File: src/hw/rtl/psnt_pkg.sv
`default_nettype none

package psnt_pkg;

  // Field widths of the item channels
  localparam int unsigned CMD_W  = 3;
  localparam int unsigned ADDR_W = 8;
  localparam int unsigned SEQ_W  = 2;

  // Default number of peer slots in each table
  localparam int unsigned PEER_SLOTS_DEF = 16;

  // Command codes; the codes above CMD_TX_PEEK are unused
  typedef enum logic [CMD_W-1:0] {
    CMD_RX_FETCH = 3'd0,
    CMD_RX_SET   = 3'd1,
    CMD_TX_FETCH = 3'd2,
    CMD_RX_PEEK  = 3'd3,
    CMD_TX_PEEK  = 3'd4
  } cmd_e;

  // Sequence number given to a peer newly entered by a fetch
  localparam logic [SEQ_W-1:0] SEQ_RX_NEW = 2'd0;
  localparam logic [SEQ_W-1:0] SEQ_TX_NEW = 2'd1;

  // One table slot: peer address (an empty slot reads as zero) and its sequence number
  typedef struct packed {
    logic [ADDR_W-1:0] addr;
    logic [SEQ_W-1:0]  seq;
  } ent_t;

  localparam int unsigned ENT_W = $bits(ent_t);

endpackage

`default_nettype wire

File: src/hw/rtl/psnt_in_if.sv
`default_nettype none

interface psnt_in_if;
  import psnt_pkg::*;

  logic              valid;
  logic              ready;
  logic [CMD_W-1:0]  command;
  logic [ADDR_W-1:0] node_address;
  logic [SEQ_W-1:0]  new_sequence;

  modport source (output valid, command, node_address, new_sequence, input ready);
  modport sink (input valid, command, node_address, new_sequence, output ready);

endinterface

`default_nettype wire

File: src/hw/rtl/psnt_out_if.sv
`default_nettype none

interface psnt_out_if;
  import psnt_pkg::*;

  logic             valid;
  logic             ready;
  logic [SEQ_W-1:0] sequence_res;
  logic             table_full;

  modport source (output valid, sequence_res, table_full, input ready);
  modport sink (input valid, sequence_res, table_full, output ready);

endinterface

`default_nettype wire

File: src/hw/rtl/psnt_ram.sv
`default_nettype none

module psnt_ram #(
  parameter int unsigned Width = 1,
  parameter int unsigned Depth = 2,
  localparam int unsigned AddrW = (Depth > 1) ? $clog2(Depth) : 1
) (
  input  wire logic             clk_i,
  input  wire logic             we_i,
  input  wire logic [AddrW-1:0] waddr_i,
  input  wire logic [Width-1:0] wdata_i,
  input  wire logic             re_i,
  input  wire logic [AddrW-1:0] raddr_i,
  output logic      [Width-1:0] rdata_o
);

  logic [Width-1:0] mem_q [Depth];
  logic [Width-1:0] rdata_q;

  // Write one word, read one word with registered data
  always_ff @(posedge clk_i) begin
    if (we_i) begin
      mem_q[waddr_i] <= wdata_i;
    end
    if (re_i) begin
      rdata_q <= mem_q[raddr_i];
    end
  end

  assign rdata_o = rdata_q;

endmodule

`default_nettype wire

File: src/hw/rtl/peer_sequence_number_table.sv
`default_nettype none

// Per-peer sequence number table. Two tables, receive and transmit, each hold
// PeerSlots slots of {peer address, 2-bit sequence number} in a RAM with one
// write port and one read port with registered read. An item is
// accepted only when the block is idle; the block then walks the selected
// table from slot 0, one slot per cycle, until it finds the peer, the first
// empty slot, or the last slot; an unused command ends the scan at once. The
// result is decided and the table written back in that last scan cycle, once
// the output register is free to take it; the next item can then be accepted
// in the same cycle as that result appears. The result sits in an output
// register and the next item is taken while it waits.
// Occupied slots always form a prefix of the table, so a fill count per table
// stands in for clearing the RAM: the block is ready right out of reset. A
// fetch or set that needs a new slot in a full table changes nothing and
// returns table_full set.
module peer_sequence_number_table #(
  parameter int unsigned PeerSlots = psnt_pkg::PEER_SLOTS_DEF
) (
  input  wire logic   clk_i,
  input  wire logic   rst_ni,
  psnt_in_if.sink     in_i,
  psnt_out_if.source  out_o
);
  import psnt_pkg::*;

  localparam int unsigned IdxW  = (PeerSlots > 1) ? $clog2(PeerSlots) : 1;
  localparam int unsigned FillW = $clog2(PeerSlots + 1);
  localparam logic [IdxW-1:0]  IdxLast  = IdxW'(PeerSlots - 1);
  localparam logic [FillW-1:0] FillFull = FillW'(PeerSlots);

  typedef enum logic {
    ST_IDLE,
    ST_SCAN
  } state_e;

  state_e             state_q, state_d;
  logic [CMD_W-1:0]   cmd_q;
  logic [ADDR_W-1:0]  peer_q;
  logic [SEQ_W-1:0]   nseq_q;
  logic [IdxW-1:0]    idx_q, idx_d;
  logic [FillW-1:0]   rx_fill_q, tx_fill_q;
  logic               rx_zseq_q, tx_zseq_q;
  logic               out_valid_q;
  logic [SEQ_W-1:0]   res_q;
  logic               full_q;

  ent_t               rx_rdata, tx_rdata, rd, wdata;
  logic               tx_sel, bad_cmd, occupied, hit, done, out_free, decide;
  logic               we, full, zseq_sel;
  logic [FillW-1:0]   fill_sel;
  logic [ADDR_W-1:0]  eff_addr;
  logic [SEQ_W-1:0]   eff_seq, res;

  assign in_i.ready   = (state_q == ST_IDLE);
  assign out_o.valid        = out_valid_q;
  assign out_o.sequence_res = res_q;
  assign out_o.table_full   = full_q;

  // Select the table the command works on
  assign tx_sel  = (cmd_q == CMD_TX_FETCH) || (cmd_q == CMD_TX_PEEK);
  assign bad_cmd = (cmd_q > CMD_TX_PEEK);
  assign rd       = tx_sel ? tx_rdata : rx_rdata;
  assign fill_sel = tx_sel ? tx_fill_q : rx_fill_q;
  assign zseq_sel = tx_sel ? tx_zseq_q : rx_zseq_q;

  // Mask slots past the fill count; the first empty slot keeps a number
  // only once an address-zero item has written it
  assign occupied = (FillW'(idx_q) < fill_sel);
  assign eff_addr = occupied ? rd.addr : '0;
  assign eff_seq  = (occupied || zseq_sel) ? rd.seq : '0;

  // End the scan on a match, on the first empty slot, on the last slot or on an unused command
  assign hit      = (eff_addr == peer_q);
  assign done     = hit || !occupied || (idx_q == IdxLast) || bad_cmd;
  assign out_free = !out_valid_q || out_o.ready;
  assign decide   = (state_q == ST_SCAN) && done && out_free;

  // Work out the result and the write-back for the slot under the scan
  always_comb begin
    we    = 1'b0;
    wdata = '{addr: peer_q, seq: nseq_q};
    res   = '0;
    full  = 1'b0;
    case (cmd_q)
      CMD_RX_FETCH: begin
        if (hit) begin
          res = eff_seq;
        end else if (!occupied) begin
          we         = 1'b1;
          wdata.seq  = SEQ_RX_NEW;
        end else begin
          full = 1'b1;
        end
      end
      CMD_RX_SET: begin
        if (hit || !occupied) begin
          we = 1'b1;
        end else begin
          full = 1'b1;
        end
      end
      CMD_TX_FETCH: begin
        if (hit) begin
          res       = eff_seq;
          we        = 1'b1;
          wdata.seq = eff_seq + SEQ_W'(1);
        end else if (!occupied) begin
          we        = 1'b1;
          wdata.seq = SEQ_TX_NEW;
        end else begin
          full = 1'b1;
        end
      end
      CMD_RX_PEEK, CMD_TX_PEEK: begin
        if (hit) begin
          res = eff_seq;
        end
      end
      default: begin
      end
    endcase
  end

  // Advance the scan address; the RAM reads the slot for the next cycle
  always_comb begin
    state_d = state_q;
    idx_d   = idx_q;
    case (state_q)
      ST_IDLE: begin
        idx_d = '0;
        if (in_i.valid) begin
          state_d = ST_SCAN;
        end
      end
      ST_SCAN: begin
        if (decide) begin
          state_d = ST_IDLE;
          idx_d   = '0;
        end else if (!done) begin
          idx_d = idx_q + IdxW'(1);
        end
      end
      default: begin
        state_d = ST_IDLE;
      end
    endcase
  end

  psnt_ram #(
    .Width (ENT_W),
    .Depth (PeerSlots)
  ) u_rx_ram (
    .clk_i   (clk_i),
    .we_i    (decide && we && !tx_sel),
    .waddr_i (idx_q),
    .wdata_i (wdata),
    .re_i    (1'b1),
    .raddr_i (idx_d),
    .rdata_o (rx_rdata)
  );

  psnt_ram #(
    .Width (ENT_W),
    .Depth (PeerSlots)
  ) u_tx_ram (
    .clk_i   (clk_i),
    .we_i    (decide && we && tx_sel),
    .waddr_i (idx_q),
    .wdata_i (wdata),
    .re_i    (1'b1),
    .raddr_i (idx_d),
    .rdata_o (tx_rdata)
  );

  // Hold state, fill counts and the output register
  always_ff @(posedge clk_i or negedge rst_ni) begin
    if (!rst_ni) begin
      state_q     <= ST_IDLE;
      idx_q       <= '0;
      rx_fill_q   <= '0;
      tx_fill_q   <= '0;
      rx_zseq_q   <= 1'b0;
      tx_zseq_q   <= 1'b0;
      out_valid_q <= 1'b0;
    end else begin
      state_q <= state_d;
      idx_q   <= idx_d;
      if (decide && we) begin
        if (!hit) begin
          // new peer takes the first empty slot
          if (tx_sel) begin
            tx_fill_q <= tx_fill_q + FillW'(1);
            tx_zseq_q <= 1'b0;
          end else begin
            rx_fill_q <= rx_fill_q + FillW'(1);
            rx_zseq_q <= 1'b0;
          end
        end else if (!occupied) begin
          // address zero wrote the number of the first empty slot
          if (tx_sel) begin
            tx_zseq_q <= 1'b1;
          end else begin
            rx_zseq_q <= 1'b1;
          end
        end
      end
      if (decide) begin
        out_valid_q <= 1'b1;
      end else if (out_o.ready) begin
        out_valid_q <= 1'b0;
      end
    end
  end

  // Capture the item and the result payload
  always_ff @(posedge clk_i) begin
    if (in_i.valid && in_i.ready) begin
      cmd_q  <= in_i.command;
      peer_q <= in_i.node_address;
      nseq_q <= in_i.new_sequence;
    end
    if (decide) begin
      res_q  <= res;
      full_q <= full;
    end
  end

  // Fill counts never pass the table depth
  a_fill_range: assert property (@(posedge clk_i) disable iff (!rst_ni)
    (rx_fill_q <= FillFull) && (tx_fill_q <= FillFull))
    else $error("fill count beyond table depth");

  // A full flag is only reported when the chosen table is at capacity
  a_full_cap: assert property (@(posedge clk_i) disable iff (!rst_ni)
    (decide && full) |-> (fill_sel == FillFull))
    else $error("table_full with free slots");

  // Entering a new receive peer grows the receive fill count by one
  a_rx_grow: assert property (@(posedge clk_i) disable iff (!rst_ni)
    (decide && we && !hit && !tx_sel) |=> (rx_fill_q == $past(rx_fill_q) + FillW'(1)))
    else $error("receive fill count did not advance");

endmodule

`default_nettype wire

File: src/flat_wrapper.sv
// flat-port wrapper written by rule: the top's interface ports become plain ports
module peer_sequence_number_table_flat import psnt_pkg::*;
#(
  parameter int unsigned PeerSlots = psnt_pkg::PEER_SLOTS_DEF
)
  (clk_i, rst_ni, in_i_valid, in_i_command, in_i_node_address, in_i_new_sequence, in_i_ready, out_o_valid, out_o_sequence_res, out_o_table_full, out_o_ready);
  psnt_in_if in_i_i ();
  psnt_out_if out_o_i ();
  input  wire logic clk_i;
  input  wire logic rst_ni;
  input wire logic [$bits(in_i_i.valid)-1:0] in_i_valid;
  input wire logic [$bits(in_i_i.command)-1:0] in_i_command;
  input wire logic [$bits(in_i_i.node_address)-1:0] in_i_node_address;
  input wire logic [$bits(in_i_i.new_sequence)-1:0] in_i_new_sequence;
  output wire logic [$bits(in_i_i.ready)-1:0] in_i_ready;
  output wire logic [$bits(out_o_i.valid)-1:0] out_o_valid;
  output wire logic [$bits(out_o_i.sequence_res)-1:0] out_o_sequence_res;
  output wire logic [$bits(out_o_i.table_full)-1:0] out_o_table_full;
  input wire logic [$bits(out_o_i.ready)-1:0] out_o_ready;
  assign in_i_i.valid = in_i_valid;
  assign in_i_i.command = in_i_command;
  assign in_i_i.node_address = in_i_node_address;
  assign in_i_i.new_sequence = in_i_new_sequence;
  assign in_i_ready = in_i_i.ready;
  assign out_o_valid = out_o_i.valid;
  assign out_o_sequence_res = out_o_i.sequence_res;
  assign out_o_table_full = out_o_i.table_full;
  assign out_o_i.ready = out_o_ready;
  peer_sequence_number_table #(.PeerSlots(PeerSlots)) u_core (.clk_i(clk_i), .rst_ni(rst_ni), .in_i(in_i_i), .out_o(out_o_i));
endmodule
File: config.mk
export PLATFORM = sky130hd
export DESIGN_NAME = peer_sequence_number_table_flat
export DESIGN_NICKNAME = d
export VERILOG_FILES = /design/src/hw/rtl/psnt_pkg.sv /design/src/hw/rtl/psnt_in_if.sv /design/src/hw/rtl/psnt_out_if.sv /design/src/hw/rtl/psnt_ram.sv /design/src/hw/rtl/peer_sequence_number_table.sv /design/src/flat_wrapper.sv
export SDC_FILE = /design/constraint.sdc
export NUM_CORES = 1
export LEC_CHECK = 0
export BUFFER_PORTS_ARGS = -buffer_cell sky130_fd_sc_hd__buf_2
export CORE_UTILIZATION = 42
export DETAILED_ROUTE_END_ITERATION = 7
export PLACE_DENSITY = 0.66
export SETUP_SLACK_MARGIN = 0.5
export SLEW_MARGIN = 0
export SYNTH_ARGS = -nofsm -noshare
export SYNTH_HDL_FRONTEND = slang
export SYNTH_SLANG_ARGS = --single-unit
File: constraint.sdc
create_clock -name clk_i -period 4.9 [get_ports clk_i]
set_input_delay 0.245 -clock clk_i [delete_from_list [all_inputs] [get_ports clk_i]]
set_output_delay 0.245 -clock clk_i [all_outputs]
set_load 0.05 [all_outputs]
Yosys cells after proc, flatten, opt, wreduce, memory -nomap -nowiden
Memories as Yosys holds them, arrays and structs flattened. A register that Yosys moved wholly into a read port is not among the register bits.
Cells that the tools add are included.
{"block": "word_totals", "ff_bits": 34, "mem_bits_rw": 320, "in_bits": 17, "output_inout_bits": 5, "elab_cells": 97, "memories": 2}
{"memory": "u_core.u_rx_ram.mem_q", "depth": 16, "word_bits": 10, "read_ports": 1, "rd_clocked_by_memory_dff": 1, "write_ports": 1, "line": "psnt_ram.sv:17", "text": "logic [Width-1:0] mem_q [Depth];"}
{"memory": "u_core.u_tx_ram.mem_q", "depth": 16, "word_bits": 10, "read_ports": 1, "rd_clocked_by_memory_dff": 1, "write_ports": 1, "line": "psnt_ram.sv:17"}
{"block": "classes", "addsub": 4, "order_cmp": 2, "eq_ne": 9, "mux": 39, "n_bitwise": 3, "n_reduce_logical": 26}
{"op": "1-bit 2-to-1 mux", "count": 24}
{"op": "5-bit by 1-bit adder with 5-bit output (second input constant)", "count": 2}
{"op": "10-bit 2-to-1 mux", "count": 1}
{"op": "2-bit 2-to-1 mux", "count": 5}
{"op": "8-bit equality test", "count": 1}
{"op": "4-bit 2-to-1 mux", "count": 2}
{"op": "8-bit 2-to-1 mux", "count": 1}
{"op": "4-bit one-hot mux with 2 select lines", "count": 1}
{"op": "4-bit AND reduction", "count": 2}
{"op": "3-bit by 2-bit equality test with 1-bit output (second input constant)", "count": 2}
{"op": "1-bit logical AND", "count": 6}
{"op": "1-bit logical OR", "count": 6}
{"op": "2-bit != test (second input constant)", "count": 3}
{"op": "3-bit AND reduction", "count": 2}
{"op": "2-bit nonzero test", "count": 3}
{"op": "4-bit by 5-bit less-than comparator with 1-bit output", "count": 1}
{"op": "5-bit 2-to-1 mux", "count": 1}
{"op": "4-bit by 1-bit adder with 4-bit output (second input constant)", "count": 1}
{"op": "4-bit equality test (second input constant)", "count": 1}
{"op": "1-bit one-hot mux with 2 select lines", "count": 2}
{"op": "2-bit one-hot mux with 2 select lines", "count": 1}
{"op": "4-bit OR reduction", "count": 1}
{"op": "3-bit by 1-bit equality test with 1-bit output (second input constant)", "count": 1}
{"op": "3-bit equality test (second input constant)", "count": 1}
{"op": "other kinds (8)", "count": 12}

Longest topological paths before layout
{"block": "logic_depth", "ltp_word": 15, "ltp_mapped": 22}

Hierarchy
Synthesis repeated with hierarchy kept, for this count alone.
{"block": "unflattened", "cells_unflattened": 789, "hier_area_um2": 15237.1}
{"module": "psnt_ram", "n_inst": 2, "cells_each": 279, "area_per_inst_um2": 6453.7}
{"module": "peer_sequence_number_table", "n_inst": 1, "cells_each": 231, "area_per_inst_um2": 2329.7}

Worst setup path before layout
No wires, ideal clock.
{"block": "synth_timing", "path_type": "register to register", "start": "register u_core.cmd_q[2]", "end": "memory u_core.u_rx_ram.mem_q[0][0] (netlist name) (data pin)", "setup_ns": 0.491, "arrival_time_ns": 4.713, "setup_slack_ns": -0.304, "stages_incl_launch_ff": 17, "n_path_buf": 2, "synth_period_minus_slack_ns": 5.204, "path_cell_list": "edfxtp_1 buf_6 xnor2_1 buf_2 nor2_1 mux2i_1 ha_1 a21oi_1 a22oi_2 a22oi_1 o21ai_0 xor2_1 nand4_1 nor2_1 o21ai_0 nor2b_1 a311oi_1"}
{"block": "synth_via", "elab_chain_cells": 9}
{"element": "from (decl)", "line": "peer_sequence_number_table.sv:38", "text": "logic [CMD_W-1:0] cmd_q;"}
{"element": "from (signal assigned)", "line": "peer_sequence_number_table.sv:219", "text": "cmd_q <= in_i.command;"}
{"element": "3-bit by 2-bit equality test with 1-bit output / 3-bit equality test (equally long branches)", "line": "peer_sequence_number_table.sv:61, peer_sequence_number_table.sv:85"}
{"element": "1-bit logical OR", "line": "peer_sequence_number_table.sv:61", "text": "assign tx_sel = (cmd_q == CMD_TX_FETCH) || (cmd_q == CMD_TX_PEEK);"}
{"element": "5-bit 2-to-1 mux", "line": "peer_sequence_number_table.sv:64", "text": "assign fill_sel = tx_sel ? tx_fill_q : rx_fill_q;"}
{"element": "4-bit by 5-bit less-than comparator with 1-bit output", "line": "peer_sequence_number_table.sv:69", "text": "assign occupied = (FillW'(idx_q) < fill_sel);"}
{"element": "1-bit logical OR", "line": "peer_sequence_number_table.sv:71", "text": "assign eff_seq = (occupied || zseq_sel) ? rd.seq : '0;"}
{"element": "2-bit 2-to-1 mux", "line": "peer_sequence_number_table.sv:71"}
{"element": "2-bit by 1-bit adder with 2-bit output", "line": "peer_sequence_number_table.sv:107", "text": "wdata.seq = eff_seq + SEQ_W'(1);"}
{"element": "2-bit 2-to-1 mux", "line": "peer_sequence_number_table.sv:104", "text": "if (hit) begin"}
{"element": "2-bit one-hot mux with 2 select lines *", "line": "peer_sequence_number_table.sv:85", "text": "case (cmd_q)"}
{"element": "via u_core.u_rx_ram.wdata_i[0]", "line": "psnt_ram.sv:11", "text": "input wire logic [Width-1:0] wdata_i,"}
{"element": "to (decl)", "line": "psnt_ram.sv:17"}
The timed path passes the listed nets; every way through them passes the cells marked *.

Worst setup path after layout
{"block": "layout_timing", "start": "register u_core.cmd_q[1]", "end": "register u_core.u_rx_ram.rdata_q[3] (netlist: u_core.u_rx_ram.rdata_o[3]) (read register of u_core.u_rx_ram.mem_q)"}
{"block": "layout_via", "elab_chain_cells": 13}
{"element": "3-bit by 2-bit equality test with 1-bit output / 3-bit equality test (equally long branches)", "line": "peer_sequence_number_table.sv:61"}
{"element": "1-bit logical OR", "line": "peer_sequence_number_table.sv:61"}
{"element": "5-bit 2-to-1 mux", "line": "peer_sequence_number_table.sv:64"}
{"element": "4-bit by 5-bit less-than comparator with 1-bit output", "line": "peer_sequence_number_table.sv:69"}
{"element": "8-bit 2-to-1 mux", "line": "peer_sequence_number_table.sv:70", "text": "assign eff_addr = occupied ? rd.addr : '0;"}
{"element": "8-bit equality test", "line": "peer_sequence_number_table.sv:74", "text": "assign hit = (eff_addr == peer_q);"}
{"element": "1-bit logical OR (2 in series)", "line": "peer_sequence_number_table.sv:75", "text": "assign done = hit || !occupied || (idx_q == IdxLast) || bad_cmd;"}
{"element": "1-bit logical OR *", "line": "peer_sequence_number_table.sv:75"}
{"element": "1-bit logical AND (2 in series)", "line": "peer_sequence_number_table.sv:77", "text": "assign decide = (state_q == ST_SCAN) && done && out_free;"}
{"element": "4-bit 2-to-1 mux *", "line": "peer_sequence_number_table.sv:137", "text": "if (decide) begin"}
{"element": "4-bit one-hot mux with 2 select lines *", "line": "peer_sequence_number_table.sv:129", "text": "case (state_q)"}
{"element": "to (decl)", "line": "psnt_ram.sv:18", "text": "logic [Width-1:0] rdata_q;"}
Mark *: on every way between the ends. The rest lies on a longest branch, timed or not.
A chain may end at the register's enable or synchronous reset.

==> impl_metrics.py <==
metrics = {
    "synthesis": {
        "ys_async_sr_fraction_pct": 4.81,
        "synth_seq_cells": 374,
        "avg_cell_area_syn_um2": 13.7,
        "yosys_warnings": 0,
        "netlist.top_cell.by_area": "sky130_fd_sc_hd__edfxtp_1",
        "synth_cell_types": 64,
        "synth.net_count": 1313,
        "leading_cell_types_by_count_after_synthesis": "336 x sky130_fd_sc_hd__edfxtp_1, 110 x sky130_fd_sc_hd__nor3_1, 88 x sky130_fd_sc_hd__mux2i_1",
        "synth-edff-count": 336,
        "syn-cell-area_um2": 17600,
        "ys_seq_area_share_pct": 62.1,
        "synth_top_cell_area_share_pct": 57.3,
        "synth_flop_cell": "sky130_fd_sc_hd__edfxtp_1",
        "count_leader_synth": "sky130_fd_sc_hd__edfxtp_1",
        "synth_top_cells_by_area": "sky130_fd_sc_hd__edfxtp_1 57%, sky130_fd_sc_hd__mux2i_1 5.0%, sky130_fd_sc_hd__nor3_1 3.1%",
        "syn-instance-count": 1287,
    },
    "critical_path": {
        "worst-endpoint-required_ns": 5.32,
        "critical_path.reg2reg.startpoint": "u_core.cmd_q[1]",
        "timing.critical_path.to_type": "flop",
        "worst-endpoint-arrival_ns": 4.94,
        "crit_type": "flop to flop",
        "setup.reg_to_reg.worst_slack_ns": 0.38,
        "critical_path.startpoint": "u_core.cmd_q[1]",
        "critPathMaxFanout": 30,
        "worst_setup_path_start_kind": "flop",
    },
    "min_path": {
        "hold_start": "in_i_valid",
        "hold_path.class": "primary input to flop",
    },
    "sta": {
        "finalClockSkew_ns": 0.0125,
        "finalCritPeriodShare_pct": 92.2,
        "setup_viol_count_final": 0,
        "post-route-min-period_ns": 4.52,
        "actual_slew_at_the_worst_max_slew_pin_ns": 1.16,
        "rsz0062_at_grt": "yes",
        "timing.slew.headroom_pct": 22.7,
        "final_max_slew_viol_count": 0,
        "tns_ns": 0,
        "timing_hold_violations_final": 0,
        "final.setup.worst_slack_ns": 0.381,
        "max_freq_ghz": 0.221,
        "worst_slack_on_hold_paths_ns": 0.0340,
    },
    "route": {
        "drt-pass1-iter-count": 7,
        "drt_initial_violations": 1509,
        "routed-via-count": 11963,
        "wl_per_cell_um": 25.2,
        "totalWireLength_um": 48400,
        "vias_per_cell": 6.23,
        "drc_errors": 6,
        "ant_nets": 0,
    },
    "grt": {
        "first_global_vias": 11126,
        "overflow": 0,
        "maximum_number_of_pins_on_one_net_before_global_route_repair": 105,
        "grt_util_all_layers_pct": 21.8,
        "antenna_violations_before_repair": 1,
        "grt_first_pass_wirelength_um": 69700,
    },
    "clock_tree": {
        "clk_latency_ns": 0.53,
        "cts-root-buf": "sky130_fd_sc_hd__clkbuf_16",
        "numClockSinks": 374,
        "clkSlewWorstSetupHoldPaths_ns": 0.06,
        "cts_tree": "yes",
        "cts_max_level": 2,
        "cts-root-to-sink-buffers": 3,
        "tritoncts_buffer_count": 40,
    },
    "floorplanning": {
        "die_h_um": 207,
        "die-area_um2": 42800,
        "std_cell_rows": 74,
        "floorplan.core_area_um2": 41100,
        "io_pins": 22,
        "die_width_um": 207,
        "initial_utilization_pct": 42.9,
    },
    "pwr": {
        "vdd.ir_drop.worst_v": 0.000416,
        "leakage_component_of_the_power_nw": 7.04,
        "power.density_nw_per_um2": 589,
    },
    "finish": {
        "nets": 1385,
        "layout-drive-gt1-share_pct": 22.7,
        "area.growth.synth_to_final_pct": 18.1,
        "antenna_cells_inserted": 0,
    },
    "place": {
        "dpl_worst_slack_ns": 0.257,
        "dp_hpwl_um": 26600,
        "placement.io_buffers": 21,
        "finalWeightedCongestion": 0.893,
    },
    "job": {
        "max_cap_violations": 0,
    },
    "status": {
        "run_status": "complete, but fails checks",
        "violations": "DRC",
    },
}
==> stage by stage <==
step / total power, W / cells / cell area, um2 / utilization, %
5_1_grt: 0.0127 / 1919 / 20800 / 50.6
3_5_place_dp: 0.00843 / 1788 / 18500 / 44.9
6_report: 0.0123 / 1919 / 20800 / 50.6
4_1_cts: 0.0116 / 1887 / 20100 / 48.9
2_1_floorplan: 0.00726 / 1287 / 17700 / -
3_3_place_gp: 0.00837 / 1788 / 18500 / 44.9
==> layout by cell type (no fill, tap or decap), types with 15 or more instances in the layout <==
cell type                   Yosys  routed
sky130_fd_sc_hd__o21ai_0       37      32
sky130_fd_sc_hd__nor4_1        20      20
sky130_fd_sc_hd__nand2b_1      21      20
sky130_fd_sc_hd__o211ai_1      19      19
sky130_fd_sc_hd__o2111ai_1     41      41
sky130_fd_sc_hd__o31ai_1       40      40
sky130_fd_sc_hd__nor2_1        51      40
sky130_fd_sc_hd__mux2i_1       88      86
sky130_fd_sc_hd__buf_4          7      59
sky130_fd_sc_hd__buf_6         11      27
sky130_fd_sc_hd__o32a_1        19      19
sky130_fd_sc_hd__or4_1         41      41
sky130_fd_sc_hd__mux2_2        42      43
sky130_fd_sc_hd__nand3_1       16      16
sky130_fd_sc_hd__buf_2         27      23
sky130_fd_sc_hd__nor3_1       110     105
sky130_fd_sc_hd__dfrtp_1       18      17
sky130_fd_sc_hd__mux4_2        19      19
sky130_fd_sc_hd__clkbuf_16      0      49
sky130_fd_sc_hd__dfxtp_1       20      20
sky130_fd_sc_hd__or3_1         61      60
sky130_fd_sc_hd__mux2_1        21      20
sky130_fd_sc_hd__edfxtp_1     336     336
sky130_fd_sc_hd__o221ai_1      19      15
==> area by class of cell <==
cell class / instances / area (um2)
Clock inverter: 22 / 179
Sequential cell: 374 / 10900
Fill cell: 3399 / 20300
Multi-Input combinational cell: 784 / 6330
Timing Repair Buffer: 149 / 1600
Tap cell: 532 / 666
Clock buffer: 48 / 1060
Inverter: 10 / 42.5
==> final timing paths <==
check,endpoint,cells after the start
worst max-delay path,u_core.u_rx_ram.rdata_o[3],20
worst min-delay path,u_core.state_q,3
worst max register to register,u_core.u_rx_ram.rdata_o[3],20
worst min register to register,u_core.tx_fill_q[4],1
max in group asynchronous,u_core.idx_q[0],2
min in group asynchronous,u_core.rx_zseq_q,2
==> where the power goes <==
| group | internal, W | switching (W) | leakage [nW] |
|---|---|---|---|
| Clock | 0.00170 | 0.00120 | 0.610 |
| Combinational | 0.00231 | 0.00311 | 3.00 |
| Sequential | 0.00379 | 0.000149 | 3.43 |
| Total | 0.00780 | 0.00446 | 7.04 |
==> timing repair <==
item / in CTS / in global routing
pin swaps: 6 / 29
hold endpoints to repair: 31 / 0
hold buffers: 14 / 0
setup endpoints to repair: 115 / 356
buffers inserted: 12 / 16
gates resized for setup: 10 / 106
cloned: 3 / 16
==> state kept, by name (all words and copies together), names as in the netlist <==
signal                     flops
u_core.cmd_q                   3
u_core.idx_q                   4
u_core.nseq_q                  2
u_core.out_o.sequence_res      2
u_core.out_o.table_full        1
u_core.out_o.valid             1
u_core.peer_q                  8
u_core.rx_fill_q               5
u_core.rx_zseq_q               1
u_core.state_q                 1
u_core.tx_fill_q               5
u_core.tx_zseq_q               1
u_core.u_rx_ram.mem_q        160
u_core.u_rx_ram.rdata_o       10
u_core.u_tx_ram.mem_q        160
u_core.u_tx_ram.rdata_o       10
==> critical path, cell delays in order, from the launching register on <==
cell	delay, ns
sky130_fd_sc_hd__edfxtp_1	0.43
sky130_fd_sc_hd__xnor2_2	0.17
sky130_fd_sc_hd__nor2_1	0.10
sky130_fd_sc_hd__buf_4	0.15
sky130_fd_sc_hd__mux2i_1	0.21
sky130_fd_sc_hd__ha_1	0.30
sky130_fd_sc_hd__a21oi_2	0.19
sky130_fd_sc_hd__a22oi_2	0.12
sky130_fd_sc_hd__buf_6	0.15
sky130_fd_sc_hd__a22oi_2	0.19
sky130_fd_sc_hd__o21ai_2	0.08
sky130_fd_sc_hd__xor2_1	0.15
sky130_fd_sc_hd__nand4_1	0.24
sky130_fd_sc_hd__o21bai_4	0.25
sky130_fd_sc_hd__buf_4	0.13
sky130_fd_sc_hd__buf_4	0.14
sky130_fd_sc_hd__buf_16	0.18
sky130_fd_sc_hd__nor3_1	0.06
sky130_fd_sc_hd__o32a_1	0.33
sky130_fd_sc_hd__mux4_2	0.52
sky130_fd_sc_hd__o211ai_1	0.29
==> cells by family after synthesis <==
group	after synthesis	synth area share [%]
flip-flops	374	62.1
AND/OR/NAND/NOR	373	11.8
AO/OA/AOI/OAI	214	9.46
multiplexers	171	11.6
buffers and inverters	129	3.56
XOR/XNOR	17	0.887
adder cells (fa/ha/maj)	9	0.639
==> per-layer routing <==
metal,track usage (%),vias up,routed length (um)
li1,-,5314,-
met1,30.5,5984,20000
met2,34.8,599,23000
met3,3.55,66,4190
met4,6.96,0,1230
met5,0,-,0
Note: power is estimated with default switching activity, not from simulation.
